File: src/line_segment_transform_macros.svh
// Assertion macros for the line segment transform block.
// Included by the RTL files that carry concurrent assertions.
`ifndef LINE_SEGMENT_TRANSFORM_MACROS_SVH
`define LINE_SEGMENT_TRANSFORM_MACROS_SVH
`ifndef SYNTH
`define LST_ASSERT_SAME(label, clk, rst_n, ante, cons) \
	label: assert property (@(posedge clk) disable iff (!rst_n) (ante) |-> (cons)) \
		else $error("line segment transform: same-cycle check failed");
`define LST_ASSERT_NEXT(label, clk, rst_n, ante, cons) \
	label: assert property (@(posedge clk) disable iff (!rst_n) (ante) |=> (cons)) \
		else $error("line segment transform: next-cycle check failed");
`else
`define LST_ASSERT_SAME(label, clk, rst_n, ante, cons)
`define LST_ASSERT_NEXT(label, clk, rst_n, ante, cons)
`endif
`endif

File: src/lst_pkg.sv
// Shared types, constants and helper functions of the line segment transform.
// Depends on nothing; every other RTL file imports it.
`default_nettype none

package lst_pkg;

	localparam int COORD_BITS = 16;
	localparam int WIDE_BITS  = COORD_BITS + 20;
	localparam int ROT_FRAC   = 15;
	localparam int ROT_COS    = 32688;
	localparam int ROT_SIN    = 2286;

	typedef logic signed [COORD_BITS-1:0] coord_t;
	typedef logic signed [WIDE_BITS-1:0]  wide_t;

	typedef enum logic [2:0] {
		MODE_LOAD    = 3'd0,
		MODE_GROW    = 3'd1,
		MODE_SHRINK  = 3'd2,
		MODE_ROT_CCW = 3'd3,
		MODE_ROT_CW  = 3'd4,
		MODE_MOVE    = 3'd5
	} mode_t;

	typedef struct packed {
		mode_t  mode;
		coord_t first_x;
		coord_t first_y;
		coord_t second_x;
		coord_t second_y;
		coord_t centre_x;
		coord_t centre_y;
	} cmd_t;

	typedef struct packed {
		coord_t ax;
		coord_t ay;
		coord_t bx;
		coord_t by;
	} seg_t;

	localparam wide_t ONE_W       = wide_t'(1);
	localparam wide_t ZERO_W      = wide_t'(0);
	localparam wide_t ROT_COS_W   = wide_t'(ROT_COS);
	localparam wide_t ROT_SIN_W   = wide_t'(ROT_SIN);
	localparam wide_t ROT_ROUND_W = wide_t'((64'd1 << ROT_FRAC) - 64'd1);
	localparam wide_t COORD_MAX_W = wide_t'((64'd1 << (COORD_BITS - 1)) - 64'd1);
	localparam wide_t COORD_MIN_W = -COORD_MAX_W - ONE_W;

	function automatic wide_t widen(input coord_t v);
		return wide_t'(v);
	endfunction

	function automatic coord_t sat(input wide_t v);
		coord_t r;
		if (v > COORD_MAX_W) begin
			r = coord_t'(COORD_MAX_W[COORD_BITS-1:0]);
		end else if (v < COORD_MIN_W) begin
			r = coord_t'(COORD_MIN_W[COORD_BITS-1:0]);
		end else begin
			r = coord_t'(v[COORD_BITS-1:0]);
		end
		return r;
	endfunction

	// Arithmetic shift right by the fraction bits, truncated toward zero.
	function automatic wide_t trunc_frac(input wide_t v);
		wide_t biased;
		biased = v + (v[WIDE_BITS-1] ? ROT_ROUND_W : ZERO_W);
		return biased >>> ROT_FRAC;
	endfunction

endpackage

`default_nettype wire

File: src/lst_axis.sv
// One axis of the grow, shrink and move-centre commands.
// Depends on lst_pkg.
`default_nettype none

module lst_axis (
	input  lst_pkg::coord_t a,
	input  lst_pkg::coord_t b,
	input  lst_pkg::coord_t centre,
	input  logic            shrink,
	output lst_pkg::coord_t sc_a,
	output lst_pkg::coord_t sc_b,
	output lst_pkg::coord_t mv_a,
	output lst_pkg::coord_t mv_b
);
	import lst_pkg::*;

	wide_t aw;
	wide_t bw;
	wide_t cw;
	wide_t step;
	wide_t diff;
	wide_t half;
	logic  a_gt;

	assign aw   = widen(a);
	assign bw   = widen(b);
	assign cw   = widen(centre);
	assign a_gt = a > b;
	assign step = shrink ? -ONE_W : ONE_W;
	assign diff = aw - bw;
	assign half = (diff[WIDE_BITS-1] ? -diff : diff) >>> 1;

	assign sc_a = a_gt ? sat(aw + step) : sat(aw - step);
	assign sc_b = a_gt ? sat(bw - step) : sat(bw + step);
	assign mv_a = a_gt ? sat(cw + half) : sat(cw - half);
	assign mv_b = a_gt ? sat(cw - half) : sat(cw + half);

endmodule

`default_nettype wire

File: src/lst_rotate.sv
// Rotates one endpoint by four degrees about a given midpoint, Q1.15 constants.
// Depends on lst_pkg.
`default_nettype none

module lst_rotate (
	input  lst_pkg::coord_t px,
	input  lst_pkg::coord_t py,
	input  lst_pkg::coord_t mx,
	input  lst_pkg::coord_t my,
	input  logic            ccw,
	output lst_pkg::coord_t rx,
	output lst_pkg::coord_t ry
);
	import lst_pkg::*;

	wide_t dx;
	wide_t dy;
	wide_t sin_dx;
	wide_t sin_dy;
	wide_t nx;
	wide_t ny;

	assign dx     = widen(px) - widen(mx);
	assign dy     = widen(py) - widen(my);
	assign sin_dx = ROT_SIN_W * dx;
	assign sin_dy = ROT_SIN_W * dy;

	assign nx = trunc_frac(ROT_COS_W * dx - (ccw ? sin_dy : -sin_dy));
	assign ny = trunc_frac((ccw ? sin_dx : -sin_dx) + ROT_COS_W * dy);

	assign rx = sat(nx + widen(mx));
	assign ry = sat(ny + widen(my));

endmodule

`default_nettype wire

File: src/lst_next.sv
// Next endpoint values for one command, from the current segment.
// Depends on lst_pkg, lst_axis and lst_rotate.
`default_nettype none

module lst_next (
	input  lst_pkg::seg_t cur,
	input  lst_pkg::cmd_t cmd,
	output lst_pkg::seg_t nxt
);
	import lst_pkg::*;

	wide_t  sum_x;
	wide_t  sum_y;
	wide_t  mid_xw;
	wide_t  mid_yw;
	coord_t mid_x;
	coord_t mid_y;
	logic   shrink;
	logic   ccw;
	seg_t   scaled;
	seg_t   moved;
	seg_t   rotated;

	assign shrink = cmd.mode == MODE_SHRINK;
	assign ccw    = cmd.mode == MODE_ROT_CCW;

	// The midpoint is halved toward zero.
	assign sum_x  = widen(cur.ax) + widen(cur.bx);
	assign sum_y  = widen(cur.ay) + widen(cur.by);
	assign mid_xw = (sum_x + (sum_x[WIDE_BITS-1] ? ONE_W : ZERO_W)) >>> 1;
	assign mid_yw = (sum_y + (sum_y[WIDE_BITS-1] ? ONE_W : ZERO_W)) >>> 1;
	assign mid_x  = coord_t'(mid_xw[COORD_BITS-1:0]);
	assign mid_y  = coord_t'(mid_yw[COORD_BITS-1:0]);

	lst_axis u_axis_x (
		.a      (cur.ax),
		.b      (cur.bx),
		.centre (cmd.centre_x),
		.shrink (shrink),
		.sc_a   (scaled.ax),
		.sc_b   (scaled.bx),
		.mv_a   (moved.ax),
		.mv_b   (moved.bx)
	);

	lst_axis u_axis_y (
		.a      (cur.ay),
		.b      (cur.by),
		.centre (cmd.centre_y),
		.shrink (shrink),
		.sc_a   (scaled.ay),
		.sc_b   (scaled.by),
		.mv_a   (moved.ay),
		.mv_b   (moved.by)
	);

	lst_rotate u_rot_a (
		.px  (cur.ax),
		.py  (cur.ay),
		.mx  (mid_x),
		.my  (mid_y),
		.ccw (ccw),
		.rx  (rotated.ax),
		.ry  (rotated.ay)
	);

	lst_rotate u_rot_b (
		.px  (cur.bx),
		.py  (cur.by),
		.mx  (mid_x),
		.my  (mid_y),
		.ccw (ccw),
		.rx  (rotated.bx),
		.ry  (rotated.by)
	);

	always_comb begin
		case (cmd.mode)
			MODE_LOAD: begin
				nxt.ax = cmd.first_x;
				nxt.ay = cmd.first_y;
				nxt.bx = cmd.second_x;
				nxt.by = cmd.second_y;
			end
			MODE_GROW, MODE_SHRINK: begin
				nxt = scaled;
			end
			MODE_ROT_CCW, MODE_ROT_CW: begin
				nxt = rotated;
			end
			MODE_MOVE: begin
				nxt = moved;
			end
			default: begin
				nxt = cur;
			end
		endcase
	end

endmodule

`default_nettype wire

File: src/line_segment_transform.sv
// Top level of the line segment transform: command register, endpoint registers.
// Depends on lst_pkg, lst_next and the assertion macro header.
//
//  channel  handshake             payload
//  input    in_valid / in_ready   mode, first_x/y, second_x/y, centre_x/y
//  output   out_valid / out_ready out_first_x/y, out_second_x/y
//
// A command word is registered, then updates the endpoint registers when it advances.
// One word per cycle is sustained while out_ready stays high.
// The endpoint registers are the output register and reset to zero.
// While an output word waits, one further input word is held in the command register.
`default_nettype none
`include "line_segment_transform_macros.svh"

module line_segment_transform (
	input  logic            clk,
	input  logic            arst_n,
	input  logic            in_valid,
	output logic            in_ready,
	input  logic [2:0]      mode,
	input  lst_pkg::coord_t first_x,
	input  lst_pkg::coord_t first_y,
	input  lst_pkg::coord_t second_x,
	input  lst_pkg::coord_t second_y,
	input  lst_pkg::coord_t centre_x,
	input  lst_pkg::coord_t centre_y,
	output logic            out_valid,
	input  logic            out_ready,
	output lst_pkg::coord_t out_first_x,
	output lst_pkg::coord_t out_first_y,
	output lst_pkg::coord_t out_second_x,
	output lst_pkg::coord_t out_second_y
);
	import lst_pkg::*;

	logic valid_s1;
	cmd_t cmd_s1;
	seg_t seg_q;
	seg_t seg_next;
	logic out_valid_q;
	logic advance;
	logic in_take;

	assign advance  = valid_s1 && (!out_valid_q || out_ready);
	assign in_ready = !valid_s1 || advance;
	assign in_take  = in_valid && in_ready;

	always_ff @(posedge clk or negedge arst_n) begin
		if (!arst_n) begin
			valid_s1 <= 1'b0;
		end else if (in_take) begin
			valid_s1 <= 1'b1;
		end else if (advance) begin
			valid_s1 <= 1'b0;
		end
	end

	always_ff @(posedge clk) begin
		if (in_take) begin
			cmd_s1.mode     <= mode_t'(mode);
			cmd_s1.first_x  <= first_x;
			cmd_s1.first_y  <= first_y;
			cmd_s1.second_x <= second_x;
			cmd_s1.second_y <= second_y;
			cmd_s1.centre_x <= centre_x;
			cmd_s1.centre_y <= centre_y;
		end
	end

	lst_next u_next (
		.cur (seg_q),
		.cmd (cmd_s1),
		.nxt (seg_next)
	);

	always_ff @(posedge clk or negedge arst_n) begin
		if (!arst_n) begin
			seg_q       <= '0;
			out_valid_q <= 1'b0;
		end else begin
			if (advance) begin
				seg_q       <= seg_next;
				out_valid_q <= 1'b1;
			end else if (out_ready) begin
				out_valid_q <= 1'b0;
			end
		end
	end

	assign out_valid    = out_valid_q;
	assign out_first_x  = seg_q.ax;
	assign out_first_y  = seg_q.ay;
	assign out_second_x = seg_q.bx;
	assign out_second_y = seg_q.by;

	`LST_ASSERT_NEXT(a_adv_gives_word, clk, arst_n, advance, out_valid_q)
	`LST_ASSERT_NEXT(a_hold_while_stalled, clk, arst_n, out_valid_q && !out_ready, $stable(seg_q))
	`LST_ASSERT_NEXT(a_load_first_x, clk, arst_n, advance && cmd_s1.mode == MODE_LOAD, seg_q.ax == $past(cmd_s1.first_x))
	`LST_ASSERT_SAME(a_stall_only_when_full, clk, arst_n, valid_s1 && out_valid_q && !out_ready, !in_ready && !advance)

endmodule

`default_nettype wire
File: config.mk
export PLATFORM = sky130hd
export DESIGN_NAME = line_segment_transform
export DESIGN_NICKNAME = d
export VERILOG_FILES = /design/src/lst_pkg.sv /design/src/lst_axis.sv /design/src/lst_rotate.sv /design/src/lst_next.sv /design/src/line_segment_transform.sv
export VERILOG_INCLUDE_DIRS = /design/src /design/src/src
export SDC_FILE = /design/constraint.sdc
export NUM_CORES = 2
export LEC_CHECK = 0
export BUFFER_PORTS_ARGS = -buffer_cell sky130_fd_sc_hd__buf_2
export CAP_MARGIN = 10
export CORE_MARGIN = 8
export CORE_UTILIZATION = 60
export DETAILED_ROUTE_END_ITERATION = 10
export GPL_TIMING_DRIVEN = 0
export PLACE_DENSITY = 0.77
export SYNTH_ARGS = -nofsm -noshare
export SYNTH_HDL_FRONTEND = slang
export SYNTH_SLANG_ARGS = --single-unit
File: constraint.sdc
create_clock -name clk -period 32 [get_ports clk]
set_input_delay 1.6 -clock clk [delete_from_list [all_inputs] [get_ports clk]]
set_output_delay 1.6 -clock clk [all_outputs]
set_load 0.005 [all_outputs]
# Word level (Yosys, flattened, before mapping)
# Index checks and enable logic that the tools add are counted.
# word_totals
reg_bits,165
latchBits,0
mem_bits_rw,0
romBits,0
inputBits,103
out_inout_bits,66
wordCells,171
mem_count,0
# classes
addsub,40
n_mul,8
n_div,0
n_lt_le_gt_ge,34
eq_ne,5
shift,0
mux,58
bitwise,0
n_reduce_logical,13
# ops
operator,n
16-bit two-way mux,40
"36-bit by 16-bit greater-than comparator with 1-bit output, second input constant",12
"36-bit by 16-bit < comparator with 1-bit output, second input constant",12
64-bit case mux with 4 select lines,1
36-bit two-way mux,7
16-bit by 36-bit adder with 36-bit output,4
36-bit by 16-bit adder with 36-bit output,4
16-bit by 36-bit subtractor with 36-bit output,4
"12-bit by 17-bit multiplier with 29-bit output, first input constant",4
16-bit by 16-bit subtractor with 17-bit output,6
21-bit by 16-bit adder with 22-bit output,4
"22-bit by 16-bit greater-than comparator with 1-bit output, second input constant",4
"22-bit by 16-bit < comparator with 1-bit output, second input constant",4
16-bit by 35-bit adder with 36-bit output,2
36-bit by 33-bit adder with 36-bit output,2
"12-bit by 36-bit multiplier with 32-bit output, first input constant",2
"12-bit by 36-bit multiplier with 35-bit output, first input constant",2
17-bit negator with 36-bit output,2
30-bit negator with 36-bit output,2
36-bit negator,2
16-bit by 35-bit subtractor with 36-bit output,2
36-bit subtractor,2
15-bit two-way mux,4
16-bit by 16-bit adder with 17-bit output,2
other kinds (14),28

# Logic depth before layout (Yosys ltp)
# depth
depth_word,15
depth_mapped,112
ltp_nobuf,111

# By module
# A second synthesis with hierarchy kept.
# unflattened
hier_cells,10247
hier_area_um2,81675.8
# modules_own_cells
mod,instances,cells_each,area_each_um2,seq_area_each_um2
lst_rotate (u_next.u_rot_a),1,3135,25597.0,0.0
lst_rotate (u_next.u_rot_b),1,3061,24937.7,0.0
lst_axis (u_next.u_axis_x),1,1500,10126.0,0.0
lst_axis (u_next.u_axis_y),1,1475,9920.8,0.0
line_segment_transform,1,241,5689.2,4624.4
lst_next,1,835,5405.2,0.0

# Least setup slack after synthesis
# No wires, ideal clock.
# synth_timing
path_type,reg2reg
startpoint,reg seg_q (netlist bit out_first_x[1])
endpoint,reg seg_q (netlist bit out_second_y[2])
setup_ns,0.126
t_arrival_ns,19.629
required_time_ns,31.874
setup_slack_ns,12.245
stages_incl_launch_ff,102
path_buffers,1
synth_period_minus_slack_ns,19.755
path_cell_list,dfrtp_1 inv_1 fa_1 or2_1 a211o_1 nand3_1 a31oi_1 o21bai_1 a21oi_1 nor2_1 nor2_1 nor2_1 nor2_1 nor2_1 nor2_1 nor2_1 nor2_1 o21ai_0 (+66 left out) nand4_1 nor3_1 nand2_1 nor2_1 nand2_1 nor2_1 nand2_1 xor2_1 ha_1 o21ai_0 nor2b_1 o21a_1 a311o_1 a211oi_1 nand4_1 nand2_1 nand2_1 a221o_1
# synth_between
elab_chain_cells,15
word_cells_on_any_way,16
classes_between,add/sub: 7; mul: 1; order compare: 2; mux: 6
# synth_rtl
element,line,source
from (decl),line_segment_transform.sv:38,seg_t seg_q;
from (signal assigned),line_segment_transform.sv:82,seg_q <= seg_next;
16-bit by 16-bit adder with 17-bit output (*),lst_next.sv:28,assign sum_x = widen(cur.ax) + widen(cur.bx);
1-bit two-way mux,lst_next.sv:30,assign mid_xw = (sum_x + (sum_x[WIDE_BITS-1] ? ONE_W : ZERO_W)) >>> 1;
17-bit by 2-bit adder with 17-bit output (*),lst_next.sv:30,
16-bit by 16-bit subtractor with 17-bit output (*),lst_rotate.sv:23,assign dx = widen(px) - widen(mx);
12-bit by 36-bit multiplier with 35-bit output (*),lst_rotate.sv:25,assign sin_dx = ROT_SIN_W * dx;
36-bit negator,lst_rotate.sv:29,assign ny = trunc_frac((ccw ? sin_dx : -sin_dx) + ROT_COS_W * dy);
36-bit two-way mux (*),lst_rotate.sv:29,
36-bit by 33-bit adder with 36-bit output (*),lst_rotate.sv:29,
15-bit two-way mux,lst_pkg.sv:69,biased = v + (v[WIDE_BITS-1] ? ROT_ROUND_W : ZERO_W);
36-bit by 16-bit adder with 36-bit output (*),lst_pkg.sv:69,
21-bit by 16-bit adder with 22-bit output (*),lst_rotate.sv:32,assign ry = sat(ny + widen(my));
22-bit by 16-bit < comparator with 1-bit output,lst_pkg.sv:58,end else if (v < COORD_MIN_W) begin
16-bit two-way mux,lst_pkg.sv:58,
16-bit two-way mux (*),lst_pkg.sv:56,if (v > COORD_MAX_W) begin
64-bit case mux with 4 select lines (*),lst_next.sv:78,case (cmd.mode)
# Mark *: on every way between the ends. The rest lies on a longest branch, timed or not.
# A chain may end at the register's enable or synchronous reset.

# Worst setup path in the final report
# layout_timing
startpoint,reg seg_q (netlist bit out_second_y[15])
endpoint,reg seg_q (netlist bit out_first_x[14])
# layout_between
elab_chain_cells,15
word_cells_on_any_way,16
classes_between,add/sub: 7; mul: 1; order compare: 2; mux: 6
# layout_rtl
element,line,source
16-bit by 16-bit adder with 17-bit output (*),lst_next.sv:29,assign sum_y = widen(cur.ay) + widen(cur.by);
1-bit two-way mux,lst_next.sv:31,assign mid_yw = (sum_y + (sum_y[WIDE_BITS-1] ? ONE_W : ZERO_W)) >>> 1;
17-bit by 2-bit adder with 17-bit output (*),lst_next.sv:31,
16-bit by 16-bit subtractor with 17-bit output (*),lst_rotate.sv:24,assign dy = widen(py) - widen(my);
12-bit by 17-bit multiplier with 29-bit output (*),lst_rotate.sv:26,assign sin_dy = ROT_SIN_W * dy;
30-bit negator with 36-bit output,lst_rotate.sv:28,assign nx = trunc_frac(ROT_COS_W * dx - (ccw ? sin_dy : -sin_dy));
36-bit two-way mux (*),lst_rotate.sv:28,
36-bit subtractor (*),lst_rotate.sv:28,
15-bit two-way mux,lst_pkg.sv:69,
36-bit by 16-bit adder with 36-bit output (*),lst_pkg.sv:69,
21-bit by 16-bit adder with 22-bit output (*),lst_rotate.sv:31,assign rx = sat(nx + widen(mx));
22-bit by 16-bit < comparator with 1-bit output,lst_pkg.sv:58,
16-bit two-way mux,lst_pkg.sv:58,
16-bit two-way mux (*),lst_pkg.sv:56,
64-bit case mux with 4 select lines (*),lst_next.sv:78,
# Marks and branches as above.

==> impl_results.md <==
* RSZ-0062 raised after global routing: no
* Final Util at 63.8%
* Measured slew at the worst slew-check pin at 1.31 ns
* Share of layout cells above drive strength 1 at 4.28%
* Arrival time at the worst endpoint at 26.23 ns
* Clk slew on worst S/H paths at 0.09 ns
* Htree depth at 4
* Post-route design area at 79,900 µm²
* Final setup TNS at 0 ns
* GRT overflow at 0
* CTS resizes at 0
* Initial antenna violation count at 13
* Post-Syn Area per Cell at 8.05 µm²
* Iter 0 DRT Violations at 6,734
* Initial core utilization at 60.3%
* Longest Clk Path Bufs at 2
* Post-synthesis cell type count at 121
* Most frequent cells in the layout: inv_1 (1,443), ha_1 (1,134), a21oi_1 (804)
* Slowest CP cell: nor4b_1
* Worst setup EP type: flop
* Type of origin of the critical path: flop
* Inserted Clock Buffers at 17
* Hpwl dp at 229,000 µm
* Final WL at 265,000 µm
* DIE HEIGHT at 371 µm
* Pin count of the biggest net entering global routing at 65
* Hold Crit Class: flop to flop
* Final setup skew at 0.0189 ns
* Fmax at 0.0388 GHz
* Drt drc at 0
* I/O Buffers at 168
* Final Hold Fails at 0
* Total Routing Usage GR at 37.5%
* Syn Std Cell Area at 75,600 µm²
* Sequential area share after synthesis at 6.12%
* Worst Path Required at 32.43 ns
* Fillers at 11,200
* First-pass GRT wire length at 400,000 µm
* Final setup viols at 0
* CTS Sinks at 165
* First drt pass iteration count at 6
* Ports at 169
* CP max FO at 9
* Status: finished clean
* Final min period at 25.81 ns
* DR WL/cell at 23.3 µm
* Number of synthesized register bits at 165
* WS Path Type: flop to flop
* Core Rows at 130
* Worst skew pair latency at 0.51 ns
* Fin. max-slew vios at 0
* Chip width at 371 µm
* Post-CTS setup buffers at 0
* Core footprint at 125,000 µm²
* Clock root buffer: clkbuf_16
* Most common cell after layout, fill and taps aside: inv_1
* Main synth FF type: edfxtp_1
* Via Count at 70,600
* RePlAce Congestion at 1.06
* Post-placement cell area at 79,200 µm²
* Die Area at 138,000 µm²
* CP dominant cell by count: a21oi_1
* Vias per cell at 6.21
* Number of global-route vias before repair at 68,400
* Asr flop ratio synth at 40.0%
* CP max stage delay at 0.85 ns
* Routed Antenna Nets at 0
* CTS tree: built
* P&R area growth vs syn at 5.78%
* Post-synth EDFFs at 99
* FF/Latch Area at 4620 µm²
* Total of max-cap violations at 0
* Area of the multi-input gates at 65,000 µm²
* Tcrit/Tclk final at 80.6%
* Mapped Cells at 9,390
* Cts hold-fix bufs at 0
* Post-layout nets at 11,600
* Slew margin rel. at 12.0%
* Synthesis Warnings at 0
## through the flow
stage | hold slack [ns] | cells | setup slack [ns]
floorplan | 0.471 | 9476 | 12.24
global placement | 0.503 | 11300 | 6.32
detailed placement | 0.509 | 11300 | 6.73
CTS | 0.535 | 11400 | 6.59
global route | 0.567 | 11400 | 5.10
finish | 0.541 | 11400 | 6.19
## final cells by class
| class | instances | area share, % |
|---|---|---|
| Multi-Input combinational cell | 7640 | 81.3 |
| Inverter | 1453 | 6.83 |
| Sequential cell | 165 | 5.79 |
| Tap cell | 1650 | 2.58 |
| Timing Repair Buffer | 205 | 1.59 |
| Buffer | 218 | 1.08 |
| Clock buffer | 17 | 0.532 |
| Clock inverter | 15 | 0.279 |
| Antenna cell | 8 | 0.0250 |
## sequential cells by signal, indices dropped and copies added, names as in the netlist
signal	count
out_first_y	16
out_first_x	16
out_valid	1
valid_s1	1
cmd_s1	99
out_second_y	16
out_second_x	16
## logic make-up after synthesis
kind of cell	synth area share, %
compound gates	21.5
simple gates	14.0
fa+ha+maj	37.7
buf+inv	8.37
xor+xnor	11.7
flops	6.12
mux	0.633
other cells	0.00994
## layer usage
layer / part of all wire [%] / vias up / track usage (%)
met1: 41 / 34000 / 49.4
met2: 45 / 3106 / 60.4
met5: 0.044 / - / 0
met3: 9.0 / 639 / 6.20
li1: - / 32900 / -
met4: 5.1 / 14 / 16.8
## critical path: cells and delay by family (launching register included)
kind            cells  cell delay (ns)
simple gates       18             4.87
flops               1             0.77
xor+xnor            7             2.38
fa+ha+maj          17             6.46
buf+inv            10             1.98
compound gates     44             9.22
## cell usage after synthesis (all sizes together) (90+ instances only)
master	instances	share of area, %
a21o	215	2.1
a21oi	807	5.4
xor2	291	3.4
ha	1134	19
nor3	201	1.4
nor2b	96	0.79
fa	702	19
xnor2	708	8.2
clkbuf	198	0.98
nor2	607	3.0
inv	1450	7.2
o21bai	204	2.0
nand3	134	0.89
nand2b	128	1.1
o21ai	455	3.0
edfxtp	99	3.9
nand2	478	2.4
a31oi	96	0.84
a211oi	90	0.93
## worst paths after layout
path,cells past startpoint,to,slack (ns),from
max reg2reg,96,out_first_x[14],6.19,out_second_y[15]
max in group asynchronous,2,out_second_x[15],30.44,arst_n
min reg2reg,2,out_first_y[13],0.54,cmd_s1[77]
min in group asynchronous,1,out_first_y[7],0.92,arst_n
min,2,out_first_y[13],0.54,cmd_s1[77]
max,96,out_first_x[14],6.19,out_second_y[15]
Power is not shown: default switching activity piles up to over one toggle a cycle in this logic, so the estimate is an artifact.
